### config.mk
export PLATFORM = sky130hd
export DESIGN_NAME = fbvn_front
export DESIGN_NICKNAME = d
export VERILOG_FILES = /design/src/rtl/core/fbvn_pkg.sv /design/src/rtl/core/fbvn_front.sv
export SDC_FILE = /design/constraint.sdc
export NUM_CORES = 1
export LEC_CHECK = 0
export ABC_CLOCK_PERIOD_IN_PS = 14640
export BUFFER_PORTS_ARGS = -buffer_cell sky130_fd_sc_hd__buf_2
export CAP_MARGIN = 20
export CORE_ASPECT_RATIO = 1.2
export CORE_UTILIZATION = 50
export CTS_CLUSTER_SIZE = 20
export DETAILED_ROUTE_END_ITERATION = 7
export MAX_ROUTING_LAYER = met4
export PLACE_DENSITY = 0.69
export SYNTH_ARGS = -nofsm -noshare
export SYNTH_HDL_FRONTEND = slang
export SYNTH_SLANG_ARGS = --single-unit
export TNS_END_PERCENT = 10
### constraint.sdc
create_clock -name clock -period 14.64 [get_ports clock]
set_clock_uncertainty 0.05 [all_clocks]
set_input_delay 1.464 -clock clock [delete_from_list [all_inputs] [get_ports clock]]
set_output_delay 1.464 -clock clock [all_outputs]
set_load 0.02 [all_outputs]
### src/rtl/core/fbvn_pkg.sv
package fbvn_pkg;

   // Signed working width of the interpolation datapath.
   typedef logic signed [47:0] cval_type;

   // Control that travels with one octave job through the pipeline.
   typedef struct packed {
      logic       valid;
      logic       first;
      logic       last;
      logic [4:0] sh;
   } job_ctl_type;

   typedef enum logic [1:0] {
      REG_SEED_A  = 2'd0,
      REG_SEED_B  = 2'd1,
      REG_OCTAVES = 2'd2
   } reg_idx_type;

   // Fraction numerator width; the fraction is numerator / 125.
   localparam int NUM_W = 23;
   localparam int T_SHIFT = 23;
   localparam logic [16:0] T_RECIP = 17'd67108;
   localparam logic [6:0] DIV_125 = 7'd125;

   localparam int OUT_W = 34;
   localparam cval_type SAT_HI = 48'sh0001_FFFF_FFFF;
   localparam cval_type SAT_LO = 48'shFFFE_0000_0000;

endpackage

### src/rtl/core/fbvn_front.sv
module fbvn_front
   import fbvn_pkg::*;
#(
   parameter int COORD_FRAC_BITS = 8
) (
   input  logic              clock,
   input  logic              reset,
   input  logic              adv,
   input  logic              req_valid,
   output logic              req_ready,
   input  logic [31:0]       coord_x,
   input  logic [31:0]       coord_y,
   input  logic [4:0]        levels,
   output job_ctl_type       job_ctl,
   output logic [31:0]       job_qx,
   output logic [NUM_W-1:0]  job_nx,
   output logic [31:0]       job_qy,
   output logic [NUM_W-1:0]  job_ny
);

   localparam int SHIFT_LO = 4 + COORD_FRAC_BITS;
   localparam int MW = 32 - SHIFT_LO;
   localparam logic [MW-1:0] RECIP = MW'((64'd1 << MW) / 64'd125);
   localparam int DIV = 2000 << COORD_FRAC_BITS;
   localparam int RW = $clog2(DIV);
   localparam logic [RW:0] DIV_W = (RW + 1)'(DIV);

   // Index 0 is x, index 1 is y.
   logic d1_valid_ff, d2_valid_ff, busy_ff;
   logic [MW-1:0] m1_ff [2];
   logic [MW-1:0] e1_ff [2];
   logic [SHIFT_LO-1:0] l1_ff [2];
   logic [31:0] q2_ff [2];
   logic [RW-1:0] r2_ff [2];
   logic [31:0] q_ff [2];
   logic [RW-1:0] r_ff [2];
   logic [4:0] sh_ff, lvl_ff;

   logic [31:0] coord [2];
   logic [2*MW-1:0] prod [2];
   logic [MW-1:0] rem [2];
   logic [MW-1:0] qfix [2];
   logic [MW-1:0] rfix [2];
   logic [32+RW-1:0] dbl_take [2];
   logic [32+RW-1:0] dbl_run [2];
   logic [RW+11:0] sc [2];
   logic is_last, take, d2_free, d1_free;

   function automatic logic [32+RW-1:0] dbl(input logic [31:0] q, input logic [RW-1:0] r);
      logic [RW:0] r2;
      logic [RW:0] rs;
      r2 = {r, 1'b0};
      rs = r2 - DIV_W;
      if (r2 >= DIV_W) begin
         return {q[30:0], 1'b1, rs[RW-1:0]};
      end else begin
         return {q[30:0], 1'b0, r2[RW-1:0]};
      end
   endfunction

   always_comb begin
      coord[0] = coord_x;
      coord[1] = coord_y;
      for (int k = 0; k < 2; k++) begin
         prod[k] = coord[k][31:SHIFT_LO] * RECIP;
         rem[k] = m1_ff[k] - e1_ff[k] * MW'(DIV_125);
         qfix[k] = (rem[k] >= MW'(DIV_125)) ? e1_ff[k] + MW'(1) : e1_ff[k];
         rfix[k] = (rem[k] >= MW'(DIV_125)) ? rem[k] - MW'(DIV_125) : rem[k];
         dbl_take[k] = dbl(q2_ff[k], r2_ff[k]);
         dbl_run[k] = dbl(q_ff[k], r_ff[k]);
         sc[k] = {r_ff[k], 12'b0} >> COORD_FRAC_BITS;
      end
   end

   assign is_last = busy_ff && (sh_ff == lvl_ff);
   assign take = adv && d2_valid_ff && (!busy_ff || is_last);
   assign d2_free = !d2_valid_ff || take;
   assign d1_free = !d1_valid_ff || d2_free;
   assign req_ready = adv && d1_free;

   always_ff @(posedge clock) begin
      if (reset) begin
         d1_valid_ff <= 1'b0;
         d2_valid_ff <= 1'b0;
         busy_ff <= 1'b0;
      end else if (adv) begin
         if (d1_free) begin
            d1_valid_ff <= req_valid;
         end
         if (d2_free) begin
            d2_valid_ff <= d1_valid_ff;
         end
         if (take) begin
            busy_ff <= 1'b1;
         end else if (is_last) begin
            busy_ff <= 1'b0;
         end
      end
   end

   always_ff @(posedge clock) begin
      if (adv) begin
         for (int k = 0; k < 2; k++) begin
            if (d1_free) begin
               m1_ff[k] <= coord[k][31:SHIFT_LO];
               l1_ff[k] <= coord[k][SHIFT_LO-1:0];
               e1_ff[k] <= prod[k][2*MW-1:MW];
            end
            if (d2_free) begin
               q2_ff[k] <= 32'(qfix[k]);
               r2_ff[k] <= {rfix[k][6:0], l1_ff[k]};
            end
            if (take) begin
               {q_ff[k], r_ff[k]} <= dbl_take[k];
            end else if (busy_ff && !is_last) begin
               {q_ff[k], r_ff[k]} <= dbl_run[k];
            end
         end
         if (take) begin
            sh_ff <= 5'd1;
            lvl_ff <= levels;
         end else if (busy_ff && !is_last) begin
            sh_ff <= sh_ff + 5'd1;
         end
      end
   end

   always_comb begin
      job_ctl.valid = busy_ff;
      job_ctl.first = (sh_ff == 5'd1);
      job_ctl.last = is_last;
      job_ctl.sh = sh_ff;
      job_qx = q_ff[0];
      job_qy = q_ff[1];
      job_nx = sc[0][NUM_W-1:0];
      job_ny = sc[1][NUM_W-1:0];
   end

   a_sh_range: assert property (@(posedge clock) disable iff (reset)
      busy_ff |-> (sh_ff >= 5'd1 && sh_ff <= lvl_ff))
      else $error("octave step outside the active octave range");

   a_rem_range: assert property (@(posedge clock) disable iff (reset)
      busy_ff |-> ({1'b0, r_ff[0]} < DIV_W && {1'b0, r_ff[1]} < DIV_W))
      else $error("scaled remainder not below the divisor");

   a_stall_hold: assert property (@(posedge clock) disable iff (reset)
      !adv |=> ($stable(sh_ff) && $stable(busy_ff) && $stable(q_ff[0])))
      else $error("octave issue moved during a stall");

endmodule

### After elaboration in Yosys (flattened, before gate mapping)

Memories as Yosys holds them, arrays and structs flattened.
Index checks and enable logic that the tools add are counted.

* $add $sub $neg: 11
* $mul: 4
* div/mod/pow operators: 0
* magnitude comparators: 6
* equal/unequal tests: 2
* shifts and indexed selects: 0
* multiplexer cells: 25
* bitwise gates (word level): 0
* reductions and logical operators: 19

Operator list (number)
* $mux W32: 4
* $mux W20: 6
* $ge A20 B19 Y1 const B: 4
* $mux W19: 4
* $sub A19 B19 Y19 const B: 4
* $mul A20 B12 Y32 const B: 2
* $add A20 B1 Y20 const B: 2
* $ge A20 B7 Y1 const B: 2
* $mul A20 B7 Y20 const B: 2
* $sub A20 B20 Y20: 2
* $mux W7: 2
* $sub A7 B7 Y7 const B: 2
* $reduce_and A2 Y1: 5
* $mux W1: 8
* $add A5 B1 Y5 const B: 1
* $eq A5 B1 Y1 const B: 1
* $eq A5 B5 Y1: 1
* $logic_and A1 B1 Y1: 5
* $mux W5: 1
* $logic_not A1 Y1: 4
* $reduce_bool A2 Y1: 2
* $logic_or A1 B1 Y1: 3

* register bits after elaboration: 115
* latch bits: 0
* RAM bits: 170
* bits in read-only memories: 0
* bits of input ports: 73
* output and inout port bits: 119
* memories: 5

Memories
* m1_ff: depth 2, width 20, rd ports 2, clocked after Yosys merged registers in 0, wr ports 2, RTL line fbvn_front.sv:30 `logic [MW-1:0] m1_ff [2];`
* q2_ff: depth 2, width 20, rd ports 2, clocked after Yosys merged registers in 0, wr ports 2, RTL line fbvn_front.sv:33 `logic [31:0] q2_ff [2];`
* r2_ff: depth 2, width 19, rd ports 2, clocked after Yosys merged registers in 0, wr ports 2, RTL line fbvn_front.sv:34 `logic [RW-1:0] r2_ff [2];`
* e1_ff: depth 2, width 14, rd ports 2, clocked after Yosys merged registers in 0, wr ports 2, RTL line fbvn_front.sv:31 `logic [MW-1:0] e1_ff [2];`
* l1_ff: depth 2, width 12, rd ports 2, clocked after Yosys merged registers in 0, wr ports 2, RTL line fbvn_front.sv:32 `logic [SHIFT_LO-1:0] l1_ff [2];`

### Longest topological paths before layout

* depth after elaboration: 9
* mapped depth: 21
* gate-level depth less buffers: 20

### Worst setup path before layout

Ideal clock, no wire load.

* path kind: input -> output
* start: input adv
* end: output req_ready
* data arrival time: 6436 ps
* data required time: 13126 ps
* path slack: 6690 ps
* cell stages on the path: 2
* buffers on the path: 0
* cell sequence: inv_1 -> a31oi_1

* cells in the longest elaborated chain, start to end: 5

Ends and longest elaborated chain
* start, declared: RTL line fbvn_front.sv:8 `input logic adv,`
* $logic_and A1 B1 Y1 (2 in series): RTL line fbvn_front.sv:76 `assign take = adv && d2_valid_ff && (!busy_ff || is_last);`
* $logic_or A1 B1 Y1: RTL line fbvn_front.sv:77 `assign d2_free = !d2_valid_ff || take;`
* $logic_or A1 B1 Y1: RTL line fbvn_front.sv:78 `assign d1_free = !d1_valid_ff || d2_free;`
* $logic_and A1 B1 Y1 *: RTL line fbvn_front.sv:79 `assign req_ready = adv && d1_free;`
* end, declared: RTL line fbvn_front.sv:10 `output logic req_ready,`

Every way passes the cells marked *; elsewhere a longest branch is shown, timed or not.

==> impl_metrics.csv <==
group,metric,value,unit
worst_setup_path,critical_path.max_fanout,27,
sta,timing_hold_violations_final,0,
synth,synthCells,2132,
sta,achievable-frequency,151.5,MHz
clocking,cts_resized,0,
sta,worst_slew_pin_slew,0.9930,ns
clocking,clk_latency,0.57,ns
floorplan,num_io_pins,192,
synth,synth.avg_cell_area,10.76,sq um
worst_setup_path,cp_launch_type,"flip-flop",
place,routabilityCongestion,0.9011,
sta,final.period_utilization,0.4507,
global_route,initial_antenna_violation_count,1,
routing,antenna_violating_nets_post_route,0,
final_layout,synthToLayoutAreaGrowth,11.33,%
synth,post_synth_num_cell_types,69,
global_route,grt_pass1_wl,75890,um
place,place_hpwl,37150,um
clocking,cts_buffers,29,
floorplan,die_h,236.7,um
sta,finalCriticalPeriod,6.599,ns
routing,drt-initial-drc-count,628,
clocking,cts_root_buffer_type,"sky130_fd_sc_hd__clkbuf_16",
synth,ys.flop_type,"sky130_fd_sc_hd__edfxtp_1",
flow_run,max_cap_violations,0,
clocking,htree_num_levels,1,
synth,synthArstFlopShare,0,
clocking,clock-sinks,273,
worst_setup_path,timing.critical_path.slowest_cell_delay,0.88,ns
floorplan,floorplan.core_area,45090,sq um
routing,routed_via_density,5.072,
routing,detailroute.via_count,15000,
worst_setup_path,critical_path.slowest_cell,"sky130_fd_sc_hd__or4_1",
final_layout,final_layout_size_suffix_gt1_frac,0.1075,
sta,final_max_slew_viol_count,0,
worst_setup_path,critical_path.n_buffers_inverters,3,
sta,rsz0062_at_grt,"false",
synth,synth-edff-count,270,
final_layout,finalNetCount,2928,
routing,drt-total-wl,46510,um
sta,setup_tns,0,ns
floorplan,std_cell_rows,85,
worst_setup_path,critical_path.cell_chain,"inv_1, fa_1, fa_1, fa_1, inv_1, fa_1, inv_1, ha_1, nand3_1, a311o_1, a31oi_2, a31oi_1, xnor2_1, nor4_1, o2111ai_1, or4_1, or4b_2, o211ai_1",
global_route,global_route.overflow_total,0,
worst_setup_path,timing.critical_path.required,14.86,ns
place,place.port_buffers,181,
synth,ys.warnings.count,0,
final_layout,filler_cell_count,3894,
global_route,maximum_number_of_pins_on_one_net_before_global_route_repair,85,
clocking,cts.reportedPaths.clkPinSlew,0.06,ns
routing,drtPass1Iterations,5,
global_route,vias_in_the_first_global_route,15520,
clocking,postCtsSetupRepairBufs,0,
global_route,track_usage,0.2084,
worst_setup_path,critical_path.top_delay_family,"adder cells",
synth,synth_largest_type_area_fraction,0.3534,
synth,yosys_register_bits,273,
clocking,cts_tree,"yes",
synth,leading_cell_type_by_number_of_instances_after_synthesis,"sky130_fd_sc_hd__inv_1",
floorplan,floorplan.initialDensity,0.5088,
synth,portion_of_the_post_synthesis_area_used_by_sequential_elements,0.3560,
sta,slew_headroom,0.3380,
routing,wl_per_cell,15.73,um
worst_hold_path,worst_hold_path_type,"flip-flop to flip-flop",
routing,drcViolationCount,0,
worst_setup_path,crit_type,"flip-flop to flip-flop",
worst_setup_path,path_common_cell,"sky130_fd_sc_hd__fa_1",
floorplan,die_area,46750,sq um
outcome,outcome,"finished clean",
synth,yosys.area.top_type,"sky130_fd_sc_hd__edfxtp_1",
sta,setup-violations-final,0,
synth,post_synth_instance_area,22940,sq um
clocking,cts.hold.buffers_added,0,
worst_setup_path,worst_setup_path_end_kind,"flip-flop",
worst_setup_path,cp_data_arrival_time,6.82,ns
floorplan,die_w,197.5,um
synth,synthTopCellsByArea,"sky130_fd_sc_hd__edfxtp_1, sky130_fd_sc_hd__ha_1, sky130_fd_sc_hd__fa_1",
clocking,cts_buffer_depth,3,
synth,netlist_top_cells_count,"sky130_fd_sc_hd__inv_1, sky130_fd_sc_hd__ha_1, sky130_fd_sc_hd__edfxtp_1, sky130_fd_sc_hd__nand2_1, sky130_fd_sc_hd__fa_1",
placed cells by master, fill, tap and decap left out, types with 14 or more instances in the layout:
master | Yosys | routed
sky130_fd_sc_hd__xnor2_1 | 86 | 86
sky130_fd_sc_hd__edfxtp_1 | 270 | 270
sky130_fd_sc_hd__nand4_1 | 14 | 14
sky130_fd_sc_hd__xor2_1 | 27 | 27
sky130_fd_sc_hd__nor3_1 | 19 | 19
sky130_fd_sc_hd__nand2_1 | 215 | 215
sky130_fd_sc_hd__buf_2 | 2 | 181
sky130_fd_sc_hd__inv_1 | 473 | 472
sky130_fd_sc_hd__clkbuf_16 | 0 | 29
sky130_fd_sc_hd__nor2b_1 | 21 | 21
sky130_fd_sc_hd__nand2b_1 | 14 | 14
sky130_fd_sc_hd__a31oi_1 | 16 | 15
sky130_fd_sc_hd__fa_1 | 184 | 184
sky130_fd_sc_hd__o21ai_0 | 44 | 44
sky130_fd_sc_hd__a21oi_1 | 57 | 56
sky130_fd_sc_hd__nor2_1 | 79 | 78
sky130_fd_sc_hd__ha_1 | 348 | 348
sky130_fd_sc_hd__nand3_1 | 25 | 25
sky130_fd_sc_hd__and2_1 | 38 | 38
sky130_fd_sc_hd__a21o_1 | 21 | 21
final cells by class:
class	instances	area, sq um	area share
Antenna cell	3	7.507	0.0002939
Tap cell	609	762.0	0.02983
Timing Repair Buffer	188	958.4	0.03752
Inverter	473	1775	0.06951
Clock buffer	32	737.0	0.02885
Multi-Input combinational cell	1358	12880	0.5044
Clock inverter	21	251.5	0.009846
Sequential cell	273	8168	0.3198
logic make-up (layout without fill, tap and decap cells):
| kind of cell | Yosys count | count (layout) | synth area share |
|---|---|---|---|
| other | 1 | 13 | 0.0001634 |
| XOR/XNOR | 113 | 113 | 0.04314 |
| AND/OR/NAND/NOR | 484 | 484 | 0.1005 |
| buffers and inverters | 510 | 714 | 0.08584 |
| flip-flops | 273 | 273 | 0.3560 |
| adder cells (fa/ha/maj) | 532 | 532 | 0.3503 |
| AO/OA/AOI/OAI | 209 | 209 | 0.05955 |
| multiplexers | 10 | 10 | 0.004472 |
through the flow:
| stage | hold slack, ns | worst slack, ns | std cells | instance area, sq um | utilization |
|---|---|---|---|---|---|
| detailed placement | 0.3545 | 8.042 | 2901 | 24550 | 0.5443 |
| global placement | 0.3511 | 8.102 | 2901 | 24550 | 0.5443 |
| floorplan | 0.3503 | 6.690 | 2141 | 22980 | - |
| finish | 0.3672 | 8.041 | 2957 | 25540 | 0.5664 |
| global route | 0.3729 | 7.677 | 2955 | 25540 | 0.5663 |
| CTS | 0.3691 | 8.020 | 2954 | 25530 | 0.5663 |
registers in the layout, indices dropped and copies added (netlist names), 5 cells and up:
signal	count
job_ny	18
lvl_ff	5
job_qy	32
e1_ff	28
q2_ff	30
r2_ff	38
m1_ff	40
job_qx	32
job_nx	18
l1_ff	24
sh_ff	5
routing by layer:
layer  vias up  routed length (um)  track usage
met5         -                   0            -
met4         0                1081      0.05732
met3        71                2277      0.02307
met2       383               22180       0.3459
met1      7209               20960       0.2703
li1       7335                   -            -
worst paths after layout:
kind / start / endpoint / slack, ns / cells after the start
max: e1_ff[0][3]$_DFFE_PP_ / q2_ff[0][5]$_DFFE_PP_ / 8.04 / 18
min reg2reg: l1_ff[0][11]$_DFFE_PP_ / r2_ff[0][11]$_DFFE_PP_ / 0.37 / 0
min: l1_ff[0][11]$_DFFE_PP_ / r2_ff[0][11]$_DFFE_PP_ / 0.37 / 0
max reg2reg: e1_ff[0][3]$_DFFE_PP_ / q2_ff[0][5]$_DFFE_PP_ / 8.04 / 18
Power is not shown: default switching activity piles up to over one toggle a cycle in this logic, so the estimate is an artifact.
